## config.mk

```make
export PLATFORM = sky130hd
export DESIGN_NAME = text_cell_glyph_rasterizer_unit
export DESIGN_NICKNAME = d
export VERILOG_FILES = /design/src/hdl/tcgr_pkg.sv /design/src/hdl/tcgr_item.sv /design/src/hdl/tcgr_seq.sv /design/src/hdl/tcgr_pix.sv /design/src/hdl/text_cell_glyph_rasterizer_unit.sv
export SDC_FILE = /design/constraint.sdc
export NUM_CORES = 1
export LEC_CHECK = 0
export ABC_AREA = 0
export BUFFER_PORTS_ARGS = -buffer_cell sky130_fd_sc_hd__buf_2
export CAP_MARGIN = 20
export CELL_PAD_IN_SITES_DETAIL_PLACEMENT = 0
export CELL_PAD_IN_SITES_GLOBAL_PLACEMENT = 1
export CORE_MARGIN = 5
export CORE_UTILIZATION = 35
export CTS_BUF_LIST = sky130_fd_sc_hd__clkbuf_8
export CTS_CLUSTER_SIZE = 12
export DETAILED_ROUTE_END_ITERATION = 10
export PLACE_DENSITY = 0.62
export RECOVER_POWER = 100
export SLEW_MARGIN = 20
export SYNTH_ARGS = -nofsm -noshare
export SYNTH_HDL_FRONTEND = slang
export SYNTH_SLANG_ARGS = --single-unit
```

## constraint.sdc

```tcl
create_clock -name clk -period 14.2 [get_ports clk]
set_clock_uncertainty 0.2 [all_clocks]
set_input_delay 2.84 -clock clk [delete_from_list [all_inputs] [get_ports clk]]
set_output_delay 2.84 -clock clk [all_outputs]
set_load 0.005 [all_outputs]
```

## src/hdl/tcgr_pkg.sv

```systemverilog
`timescale 1ns / 1ps
// Shared types, constants and colour tables for the glyph rasterizer.
// No dependencies.
package tcgr_pkg;

  localparam int MAX_CELL_WIDTH  = 16;
  localparam int MAX_CELL_HEIGHT = 32;
  localparam int FONT_WIDTH      = 8;
  localparam int FONT_HEIGHT     = 16;

  localparam int COL_W    = 8;
  localparam int LINE_W   = 8;
  localparam int ROW_W    = 5;
  localparam int GLYPH_W  = 16;
  localparam int GI_W     = $clog2(GLYPH_W);
  localparam int IDX_W    = 4;
  localparam int FMT_W    = 2;
  localparam int STRIDE_W = 15;
  localparam int CW_W     = 5;
  localparam int CH_W     = 6;
  localparam int CLIP_W   = 14;
  localparam int OFF_W    = 27;
  localparam int PIX_W    = 24;
  localparam int BPP_W    = 3;
  localparam int CFG_W    = 15;
  localparam int CNT_W    = (MAX_CELL_WIDTH > 1) ? $clog2(MAX_CELL_WIDTH) : 1;
  localparam int X_W      = COL_W + CW_W;
  localparam int Y_W      = LINE_W + CH_W;
  localparam int XB_W     = X_W + 2;
  localparam int YS_W     = Y_W + STRIDE_W;

  localparam logic [FMT_W-1:0] FMT_RGB565 = 2'd0;
  localparam logic [FMT_W-1:0] FMT_RGB24  = 2'd1;
  localparam logic [FMT_W-1:0] FMT_RGB32  = 2'd2;

  typedef enum logic [2:0] {
    REG_PIXEL_FORMAT = 3'd0,
    REG_LINE_STRIDE  = 3'd1,
    REG_CELL_WIDTH   = 3'd2,
    REG_CELL_HEIGHT  = 3'd3,
    REG_CLIP_LEFT    = 3'd4,
    REG_CLIP_TOP     = 3'd5,
    REG_CLIP_RIGHT   = 3'd6,
    REG_CLIP_BOTTOM  = 3'd7
  } reg_idx_t;

  localparam logic [FMT_W-1:0]    RST_PIXEL_FORMAT = FMT_RGB32;
  localparam logic [STRIDE_W-1:0] RST_LINE_STRIDE  = 15'd4096;
  localparam logic [CW_W-1:0]     RST_CELL_WIDTH   = 5'd8;
  localparam logic [CH_W-1:0]     RST_CELL_HEIGHT  = 6'd16;
  localparam logic [CLIP_W-1:0]   RST_CLIP_LEFT    = 14'd0;
  localparam logic [CLIP_W-1:0]   RST_CLIP_TOP     = 14'd0;
  localparam logic [CLIP_W-1:0]   RST_CLIP_RIGHT   = 14'd1023;
  localparam logic [CLIP_W-1:0]   RST_CLIP_BOTTOM  = 14'd767;

  // 0xRRGGBB
  localparam logic [PIX_W-1:0] PALETTE [16] = '{
    24'h000000, 24'h0000AA, 24'h00AA00, 24'h00AAAA,
    24'hAA0000, 24'hAA00AA, 24'hAA5500, 24'hAAAAAA,
    24'h555555, 24'h5555FF, 24'h55FF55, 24'h55FFFF,
    24'hFF5555, 24'hFF55FF, 24'hFFFF55, 24'hFFFFFF
  };

  // Same palette scaled to RGB565, channels truncated
  localparam logic [15:0] PALETTE_565 [16] = '{
    16'h0000, 16'h0014, 16'h0540, 16'h0554,
    16'hA000, 16'hA014, 16'hA2A0, 16'hA554,
    16'h52AA, 16'h52BF, 16'h57EA, 16'h57FF,
    16'hFAAA, 16'hFABF, 16'hFFEA, 16'hFFFF
  };

  typedef struct packed {
    logic [COL_W-1:0]   cell_column;
    logic [LINE_W-1:0]  cell_line;
    logic [ROW_W-1:0]   row_in_cell;
    logic [GLYPH_W-1:0] glyph_bits;
    logic [IDX_W-1:0]   fg_color;
    logic [IDX_W-1:0]   bg_color;
  } tcgr_in_t;

  typedef struct packed {
    logic               write_enable;
    logic [OFF_W-1:0]   byte_offset;
    logic [PIX_W-1:0]   pixel_value;
    logic [BPP_W-1:0]   bytes_per_pixel;
    logic               last_of_row;
  } tcgr_out_t;

  typedef struct packed {
    logic [FMT_W-1:0]    pixel_format;
    logic [STRIDE_W-1:0] line_stride;
    logic [CW_W-1:0]     cell_width;
    logic [CH_W-1:0]     cell_height;
    logic [CLIP_W-1:0]   clip_left;
    logic [CLIP_W-1:0]   clip_top;
    logic [CLIP_W-1:0]   clip_right;
    logic [CLIP_W-1:0]   clip_bottom;
  } tcgr_cfg_t;

  // One glyph row, ready for column expansion
  typedef struct packed {
    logic               empty;
    logic [CW_W-1:0]    w;
    logic [X_W-1:0]     x_base;
    logic [OFF_W-1:0]   ystride;
    logic               y_in;
    logic               row_ok;
    logic [GLYPH_W-1:0] glyph;
    logic [PIX_W-1:0]   fgv;
    logic [PIX_W-1:0]   bgv;
  } tcgr_item_t;

  // One column of a glyph row
  typedef struct packed {
    logic             empty;
    logic [X_W-1:0]   x;
    logic [OFF_W-1:0] ystride;
    logic             y_in;
    logic [PIX_W-1:0] pix;
    logic             last;
  } tcgr_col_t;

  function automatic logic [BPP_W-1:0] bpp_of(input logic [FMT_W-1:0] fmt);
    logic [BPP_W-1:0] b;
    case (fmt)
      FMT_RGB565: b = 3'd2;
      FMT_RGB24:  b = 3'd3;
      default:    b = 3'd4;
    endcase
    return b;
  endfunction

  function automatic logic [PIX_W-1:0] pack_colour(input logic [IDX_W-1:0] idx,
                                                   input logic [FMT_W-1:0] fmt);
    logic [PIX_W-1:0] c;
    logic [PIX_W-1:0] v;
    c = PALETTE[idx];
    if (fmt == FMT_RGB565) begin
      v = PIX_W'(PALETTE_565[idx]);
    end else begin
      v = {c[7:0], c[15:8], c[23:16]};
    end
    return v;
  endfunction

endpackage

```

## src/hdl/tcgr_item.sv

```systemverilog
`timescale 1ns / 1ps
// Per-row front end: cell geometry, colours, then y * stride and vertical clip.
// Depends on tcgr_pkg.
module tcgr_item (
  input  logic                  clk,
  input  logic                  rst,
  input  tcgr_pkg::tcgr_cfg_t   cfg,
  input  logic                  in_valid,
  output logic                  in_ready,
  input  tcgr_pkg::tcgr_in_t    in_data,
  output logic                  item_valid,
  input  logic                  item_ready,
  output tcgr_pkg::tcgr_item_t  item
);
  import tcgr_pkg::*;

  typedef struct packed {
    logic               empty;
    logic [CW_W-1:0]    w;
    logic [X_W-1:0]     x_base;
    logic [Y_W-1:0]     y;
    logic               row_ok;
    logic [GLYPH_W-1:0] glyph;
    logic [PIX_W-1:0]   fgv;
    logic [PIX_W-1:0]   bgv;
  } stage_a_t;

  logic [CW_W-1:0] w_sat;
  logic [CH_W-1:0] h_sat;
  logic            a_valid;
  logic            a_adv;
  stage_a_t        a_q;
  stage_a_t        a_next;
  logic            b_valid;
  logic            b_adv;
  tcgr_item_t      b_q;
  tcgr_item_t      b_next;
  logic [YS_W-1:0] ys_full;

  always_comb begin
    w_sat = (int'(cfg.cell_width) > MAX_CELL_WIDTH) ? CW_W'(MAX_CELL_WIDTH) : cfg.cell_width;
    h_sat = (int'(cfg.cell_height) > MAX_CELL_HEIGHT) ? CH_W'(MAX_CELL_HEIGHT)
                                                      : cfg.cell_height;
    a_next.empty  = (w_sat == '0) || (CH_W'(in_data.row_in_cell) >= h_sat);
    a_next.w      = w_sat;
    a_next.x_base = X_W'(in_data.cell_column) * X_W'(w_sat);
    a_next.y      = Y_W'(in_data.cell_line) * Y_W'(h_sat) + Y_W'(in_data.row_in_cell);
    a_next.row_ok = int'(in_data.row_in_cell) < FONT_HEIGHT;
    a_next.glyph  = in_data.glyph_bits;
    a_next.fgv    = pack_colour(in_data.fg_color, cfg.pixel_format);
    a_next.bgv    = pack_colour(in_data.bg_color, cfg.pixel_format);
  end

  always_comb begin
    ys_full        = YS_W'(a_q.y) * YS_W'(cfg.line_stride);
    b_next.empty   = a_q.empty;
    b_next.w       = a_q.w;
    b_next.x_base  = a_q.x_base;
    b_next.ystride = ys_full[OFF_W-1:0];
    b_next.y_in    = (int'(a_q.y) >= int'(cfg.clip_top)) &&
                     (int'(a_q.y) <= int'(cfg.clip_bottom));
    b_next.row_ok  = a_q.row_ok;
    b_next.glyph   = a_q.glyph;
    b_next.fgv     = a_q.fgv;
    b_next.bgv     = a_q.bgv;
  end

  assign b_adv      = !b_valid || item_ready;
  assign a_adv      = !a_valid || b_adv;
  assign in_ready   = a_adv;
  assign item_valid = b_valid;
  assign item       = b_q;

  always_ff @(posedge clk) begin
    if (rst) begin
      a_valid <= 1'b0;
      b_valid <= 1'b0;
    end else begin
      if (a_adv) begin
        a_valid <= in_valid;
      end
      if (b_adv) begin
        b_valid <= a_valid;
      end
    end
  end

  always_ff @(posedge clk) begin
    if (a_adv && in_valid) begin
      a_q <= a_next;
    end
    if (b_adv && a_valid) begin
      b_q <= b_next;
    end
  end

endmodule

```

## src/hdl/tcgr_seq.sv

```systemverilog
`timescale 1ns / 1ps
// Column sequencer: expands a glyph row, one column per ready cycle.
// Depends on tcgr_pkg.
module tcgr_seq (
  input  logic                  clk,
  input  logic                  rst,
  input  logic                  item_valid,
  output logic                  item_ready,
  input  tcgr_pkg::tcgr_item_t  item,
  output logic                  col_valid,
  input  logic                  col_ready,
  output tcgr_pkg::tcgr_col_t   col
);
  import tcgr_pkg::*;

  logic             it_v;
  tcgr_item_t       it;
  logic [CNT_W-1:0] cnt;
  logic             col_fire;
  logic             col_last;
  logic [GI_W-1:0]  gidx;
  logic             on;

  always_comb begin
    col_last   = it.empty || (CW_W'(cnt) + CW_W'(1) == it.w);
    col_fire   = it_v && col_ready;
    item_ready = !it_v || (col_fire && col_last);
    gidx       = GI_W'(GLYPH_W - 1 - int'(cnt));
    on         = it.row_ok && (int'(cnt) < FONT_WIDTH) && (int'(cnt) < GLYPH_W) &&
                 it.glyph[gidx];
    col.empty   = it.empty;
    col.x       = it.x_base + X_W'(cnt);
    col.ystride = it.ystride;
    col.y_in    = it.y_in;
    col.pix     = on ? it.fgv : it.bgv;
    col.last    = col_last;
  end

  assign col_valid = it_v;

  always_ff @(posedge clk) begin
    if (rst) begin
      it_v <= 1'b0;
      cnt  <= '0;
    end else if (item_ready) begin
      it_v <= item_valid;
      cnt  <= '0;
    end else if (col_fire) begin
      cnt  <= cnt + CNT_W'(1);
    end
  end

  always_ff @(posedge clk) begin
    if (item_ready && item_valid) begin
      it <= item;
    end
  end

endmodule

```

## src/hdl/tcgr_pix.sv

```systemverilog
`timescale 1ns / 1ps
// Per-pixel back end: x * bpp and horizontal clip, then offset add into output register.
// Depends on tcgr_pkg.
module tcgr_pix (
  input  logic                 clk,
  input  logic                 rst,
  input  tcgr_pkg::tcgr_cfg_t  cfg,
  input  logic                 col_valid,
  output logic                 col_ready,
  input  tcgr_pkg::tcgr_col_t  col,
  output logic                 out_valid,
  input  logic                 out_ready,
  output tcgr_pkg::tcgr_out_t  out_data
);
  import tcgr_pkg::*;

  typedef struct packed {
    logic             empty;
    logic             we;
    logic [XB_W-1:0]  xb;
    logic [OFF_W-1:0] ystride;
    logic [PIX_W-1:0] pix;
    logic             last;
  } stage_p_t;

  logic       p_valid;
  logic       p_adv;
  logic       o_adv;
  logic       x_in;
  stage_p_t   p_q;
  stage_p_t   p_next;
  tcgr_out_t  o_q;
  tcgr_out_t  o_next;

  always_comb begin
    x_in = (int'(col.x) >= int'(cfg.clip_left)) && (int'(col.x) <= int'(cfg.clip_right));
    case (cfg.pixel_format)
      FMT_RGB565: p_next.xb = XB_W'(col.x) << 1;
      FMT_RGB24:  p_next.xb = XB_W'(col.x) + (XB_W'(col.x) << 1);
      default:    p_next.xb = XB_W'(col.x) << 2;
    endcase
    p_next.empty   = col.empty;
    p_next.we      = !col.empty && x_in && col.y_in;
    p_next.ystride = col.ystride;
    p_next.pix     = col.empty ? '0 : col.pix;
    p_next.last    = col.last;
  end

  always_comb begin
    o_next.write_enable    = p_q.we;
    o_next.byte_offset     = p_q.empty ? '0 : p_q.ystride + OFF_W'(p_q.xb);
    o_next.pixel_value     = p_q.pix;
    o_next.bytes_per_pixel = bpp_of(cfg.pixel_format);
    o_next.last_of_row     = p_q.last;
  end

  assign o_adv     = !out_valid || out_ready;
  assign p_adv     = !p_valid || o_adv;
  assign col_ready = p_adv;
  assign out_data  = o_q;

  always_ff @(posedge clk) begin
    if (rst) begin
      p_valid   <= 1'b0;
      out_valid <= 1'b0;
    end else begin
      if (p_adv) begin
        p_valid <= col_valid;
      end
      if (o_adv) begin
        out_valid <= p_valid;
      end
    end
  end

  always_ff @(posedge clk) begin
    if (p_adv && col_valid) begin
      p_q <= p_next;
    end
    if (o_adv && p_valid) begin
      o_q <= o_next;
    end
  end

endmodule

```

## src/hdl/text_cell_glyph_rasterizer_unit.sv

```systemverilog
`timescale 1ns / 1ps
// Top level of the text cell glyph rasterizer: configuration registers and pipeline.
// Depends on tcgr_pkg, tcgr_item, tcgr_seq, tcgr_pix.
//
//   channel | signals                         | transfer
//   --------+---------------------------------+-------------------------------
//   input   | in_valid, in_ready, in_data     | one glyph row per transaction
//   output  | out_valid, out_ready, out_data  | one pixel write per transaction
//   config  | cfg_write, cfg_index, cfg_data  | one register write per cycle
//
// One pixel per cycle unless stalled: cell_width per row (capped at 16), one if empty.
// The column sequencer sets that rate; a new row enters while the previous one drains.
// Registers from input to first pixel: stage A, stage B, sequencer, stage P, output.
// Synchronous reset clears all valid flags and restores the register defaults.
// A stall on the output holds every stage in place; nothing is dropped or repeated.
module text_cell_glyph_rasterizer_unit (
  input  logic                          clk,
  input  logic                          rst,
  input  logic                          in_valid,
  output logic                          in_ready,
  input  tcgr_pkg::tcgr_in_t            in_data,
  output logic                          out_valid,
  input  logic                          out_ready,
  output tcgr_pkg::tcgr_out_t           out_data,
  input  logic                          cfg_write,
  input  tcgr_pkg::reg_idx_t            cfg_index,
  input  logic [tcgr_pkg::CFG_W-1:0]    cfg_data
);
  import tcgr_pkg::*;

  tcgr_cfg_t  cfg;
  logic       item_valid;
  logic       item_ready;
  tcgr_item_t item;
  logic       col_valid;
  logic       col_ready;
  tcgr_col_t  col;

  always_ff @(posedge clk) begin
    if (rst) begin
      cfg.pixel_format <= RST_PIXEL_FORMAT;
      cfg.line_stride  <= RST_LINE_STRIDE;
      cfg.cell_width   <= RST_CELL_WIDTH;
      cfg.cell_height  <= RST_CELL_HEIGHT;
      cfg.clip_left    <= RST_CLIP_LEFT;
      cfg.clip_top     <= RST_CLIP_TOP;
      cfg.clip_right   <= RST_CLIP_RIGHT;
      cfg.clip_bottom  <= RST_CLIP_BOTTOM;
    end else if (cfg_write) begin
      unique case (cfg_index)
        REG_PIXEL_FORMAT: cfg.pixel_format <= cfg_data[FMT_W-1:0];
        REG_LINE_STRIDE:  cfg.line_stride  <= cfg_data[STRIDE_W-1:0];
        REG_CELL_WIDTH:   cfg.cell_width   <= cfg_data[CW_W-1:0];
        REG_CELL_HEIGHT:  cfg.cell_height  <= cfg_data[CH_W-1:0];
        REG_CLIP_LEFT:    cfg.clip_left    <= cfg_data[CLIP_W-1:0];
        REG_CLIP_TOP:     cfg.clip_top     <= cfg_data[CLIP_W-1:0];
        REG_CLIP_RIGHT:   cfg.clip_right   <= cfg_data[CLIP_W-1:0];
        REG_CLIP_BOTTOM:  cfg.clip_bottom  <= cfg_data[CLIP_W-1:0];
      endcase
    end
  end

  tcgr_item u_item (
    .clk        (clk),
    .rst        (rst),
    .cfg        (cfg),
    .in_valid   (in_valid),
    .in_ready   (in_ready),
    .in_data    (in_data),
    .item_valid (item_valid),
    .item_ready (item_ready),
    .item       (item)
  );

  tcgr_seq u_seq (
    .clk        (clk),
    .rst        (rst),
    .item_valid (item_valid),
    .item_ready (item_ready),
    .item       (item),
    .col_valid  (col_valid),
    .col_ready  (col_ready),
    .col        (col)
  );

  tcgr_pix u_pix (
    .clk       (clk),
    .rst       (rst),
    .cfg       (cfg),
    .col_valid (col_valid),
    .col_ready (col_ready),
    .col       (col),
    .out_valid (out_valid),
    .out_ready (out_ready),
    .out_data  (out_data)
  );

endmodule

```

==> qor.yml <==
place:
  portBuffers: 117
  dpl_worst_slack_ns: 6.72
  dpl.hpwl_um: 43300
  dpl_cell_area_sq_mm: 0.0285
  gp_congestion: 0.827
cells_and_area:
  drive_gt1_frac: 0.0694
  fin_util: 0.390
  num-fill-cells: 7561
  final_design_area_no_fill_sq_mm: 0.0297
  final_cell_mix: "inv_1 (344), nand2_1 (333), edfxtp_1 (327)"
  nets: 3052
  layout_commonest_cell: "inv_1"
  area_growth_pct: 10.4
power_and_ir_drop:
  p_leak_nw: 12.6
  p_per_area_mw_per_mm2: 94.7
  irDropWorstVdd_mv: 0.0611
  total_power_mw: 2.81
worst_setup_path:
  crit_fanout: 52
  endpoint_kind: "flop"
  cp.required_ns: 14.19
  critical_path.slowest_cell: "clkbuf_1"
  crit_top_cell: "nor2b_1"
  max_stage_delay_ns: 2.08
  start_kind: "input pin"
  crit_chain: "buf_2 > nor2b_1 > and2_0 > o21ai_0 > nor2_1 > nor2b_1 > clkbuf_1"
  crit_type: "input pin to flop"
  arrival_ns: 7.67
sta:
  final-hold-violation-count: 0
  rsz0062_at_grt: "no"
  max_freq_ghz: 0.130
  finalSetupTns_ns: 0
  post-route-period-util: 0.541
  relSlewSlack: -1.47
  fin_crit_ns: 7.68
  drv_slew: 416
  setup_viol: 0
  worstMarginPinSlew_ns: 3.71
  setup_slack_ns: 6.52
synth:
  yosys_register_bits: 420
  seq_area_frac_synth: 0.434
  synth_enable_flop_cells: 327
  synth_cells: 2444
  syn_nets: 2942
  synth_area_sq_mm: 0.0269
  synth_ff_type: "edfxtp_1"
  yosys_warnings: 0
  synth.avg_cell_area_sq_um: 11.0
  ys_types: 67
  synthArstFlopShare: 0
die:
  num_rows: 101
  pin_count: 126
  core_sq_mm: 0.0761
  die_area_sq_mm: 0.0825
  die_h_um: 287
  initial_core_util: 0.353
  fp.dieW_um: 287
global_routing:
  grt_max_degree: 81
  grt_pass1_wl_um: 97900
  grt_pass1_vias: 18400
  grtUsageTotal: 0.148
  overflow: 0
  antenna_found_initial: 7
drt:
  viasPerCell: 4.68
  first_pass_iters: 6
  drt_iter0_drc: 868
  via_count: 17100
  wirelength_um: 59100
  wire_per_inst_um: 16.2
  detail-route-antenna-nets: 0
  drcViolationCount: 0
cts:
  cts_tree: "done"
  cts-root-buf: "clkbuf_8"
  postCtsHoldBufs: 0
  cts_resized: 0
  cts_setup_buffers: 0
  cts.path.max_buffers: 3
  clkLatencyLatePin_ns: 0.65
  cts_max_level: 3
  cts_sinks: 420
  path_clk_slew_ns: 0.06
  cts_made_buffers: 70
outcome:
  violations: "max-capacitance violations, max-slew violations"
  outcome: "complete, but fails checks"
run:
  max_cap_viol_count: 9
worst_hold_path:
  min_path_type: "flop to flop"
## cells by family (layout without fill, tap and decap cells)
group / Yosys count / in the layout / share of synthesized area
buffers and inverters: 418 / 581 / 0.0604
AO/OA/AOI/OAI: 322 / 322 / 0.0773
adder cells (fa/ha/maj): 431 / 431 / 0.256
XOR/XNOR: 89 / 89 / 0.0290
flip-flops: 420 / 420 / 0.434
other: 0 / 4 / 0
multiplexers: 38 / 38 / 0.0151
AND/OR/NAND/NOR: 726 / 726 / 0.128
## power by group
part	internal, mW	leakage [nW]	switching (mW)	total, mW
clock network	0.537	0.770	0.496	1.03
logic	0.141	8.04	0.219	0.359
registers	1.39	3.82	0.0314	1.42
total	2.07	12.6	0.746	2.81
## metrics by stage
step,cells,hold WS [ns]
2_1_floorplan,2444,0.200
3_3_place_gp,3511,0.201
3_5_place_dp,3511,0.205
4_1_cts,3636,0.192
5_1_grt,3639,0.201
6_report,3641,0.200
## synthesized netlist by cell type (4+ instances only)
master,number,share of area
buf_4,12,0.0034
o311a_1,4,0.0015
o21ai_0,40,0.0074
o21a_1,18,0.0050
a21o_1,38,0.011
edfxtp_1,327,0.37
nand2_1,333,0.046
xnor2_1,61,0.020
o21ai_1,5,0.00093
or3_1,11,0.0026
dfxtp_1,93,0.069
fa_1,199,0.15
inv_1,321,0.045
and3_1,10,0.0023
nand4_1,9,0.0021
nor2_1,109,0.015
a21oi_1,132,0.025
nor2b_1,28,0.0065
mux2i_1,35,0.013
nor3_1,20,0.0037
nand3b_1,16,0.0045
o21bai_1,13,0.0036
a211oi_1,16,0.0045
nand3_1,18,0.0034
clkbuf_1,80,0.011
nand2b_1,14,0.0033
a221oi_1,4,0.0013
ha_1,231,0.11
o211ai_1,13,0.0036
xor2_1,28,0.0091
and2_1,144,0.034
a21bo_2,5,0.0019
## metal layers
metal | vias to the layer above | part of all wire | global-route usage
met4 | 6 | 0.017 | 0.0397
met3 | 82 | 0.044 | 0.0269
met5 | - | 0.00047 | 0
met2 | 274 | 0.47 | 0.253
met1 | 8334 | 0.47 | 0.195
li1 | 8355 | - | -
## path summary, 6_finish.rpt
check | startpoint | endpoint | slack, ns | cells after the start
worst max-delay path | out_ready | u_item.item[65] | 6.52 | 7
worst min-delay path | u_item.a_q[30] | u_item.item[30] | 0.20 | 0
worst max register to register | u_item.a_q[69] | u_item.item[92] | 6.93 | 23
worst min register to register | u_item.a_q[30] | u_item.item[30] | 0.20 | 0
## state kept, by name (all words and copies together) (netlist names)
signal	count
u_item.a_q	66
u_item.a_valid	1
u_item.item_valid	1
u_seq.col_valid	1
u_pix.out_valid	1
u_seq.col	29
u_pix.p_q	43
cfg	84
u_pix.p_valid	1
u_seq.it	51
u_pix.out_data	44
u_item.item	80
u_pix.o_next	14
u_seq.cnt	4
## critical path, delay by kind of cell
kind            cells  cell delay, ns
compound gates      1            0.36
simple gates        4            2.22
buf+inv             2            2.16
## cell type report
class,instances,area [sq um],area share
repair buffers,135,627,0.0211
clock inverters,49,300,0.0101
inverters,321,1200,0.0406
clock buffers,76,1050,0.0352
multi-input cells,1606,13500,0.456
well taps,1030,1290,0.0434
flip-flops and latches,420,11700,0.393
diodes,4,10.0,0.000337
Power figures use the tool's default switching activity.
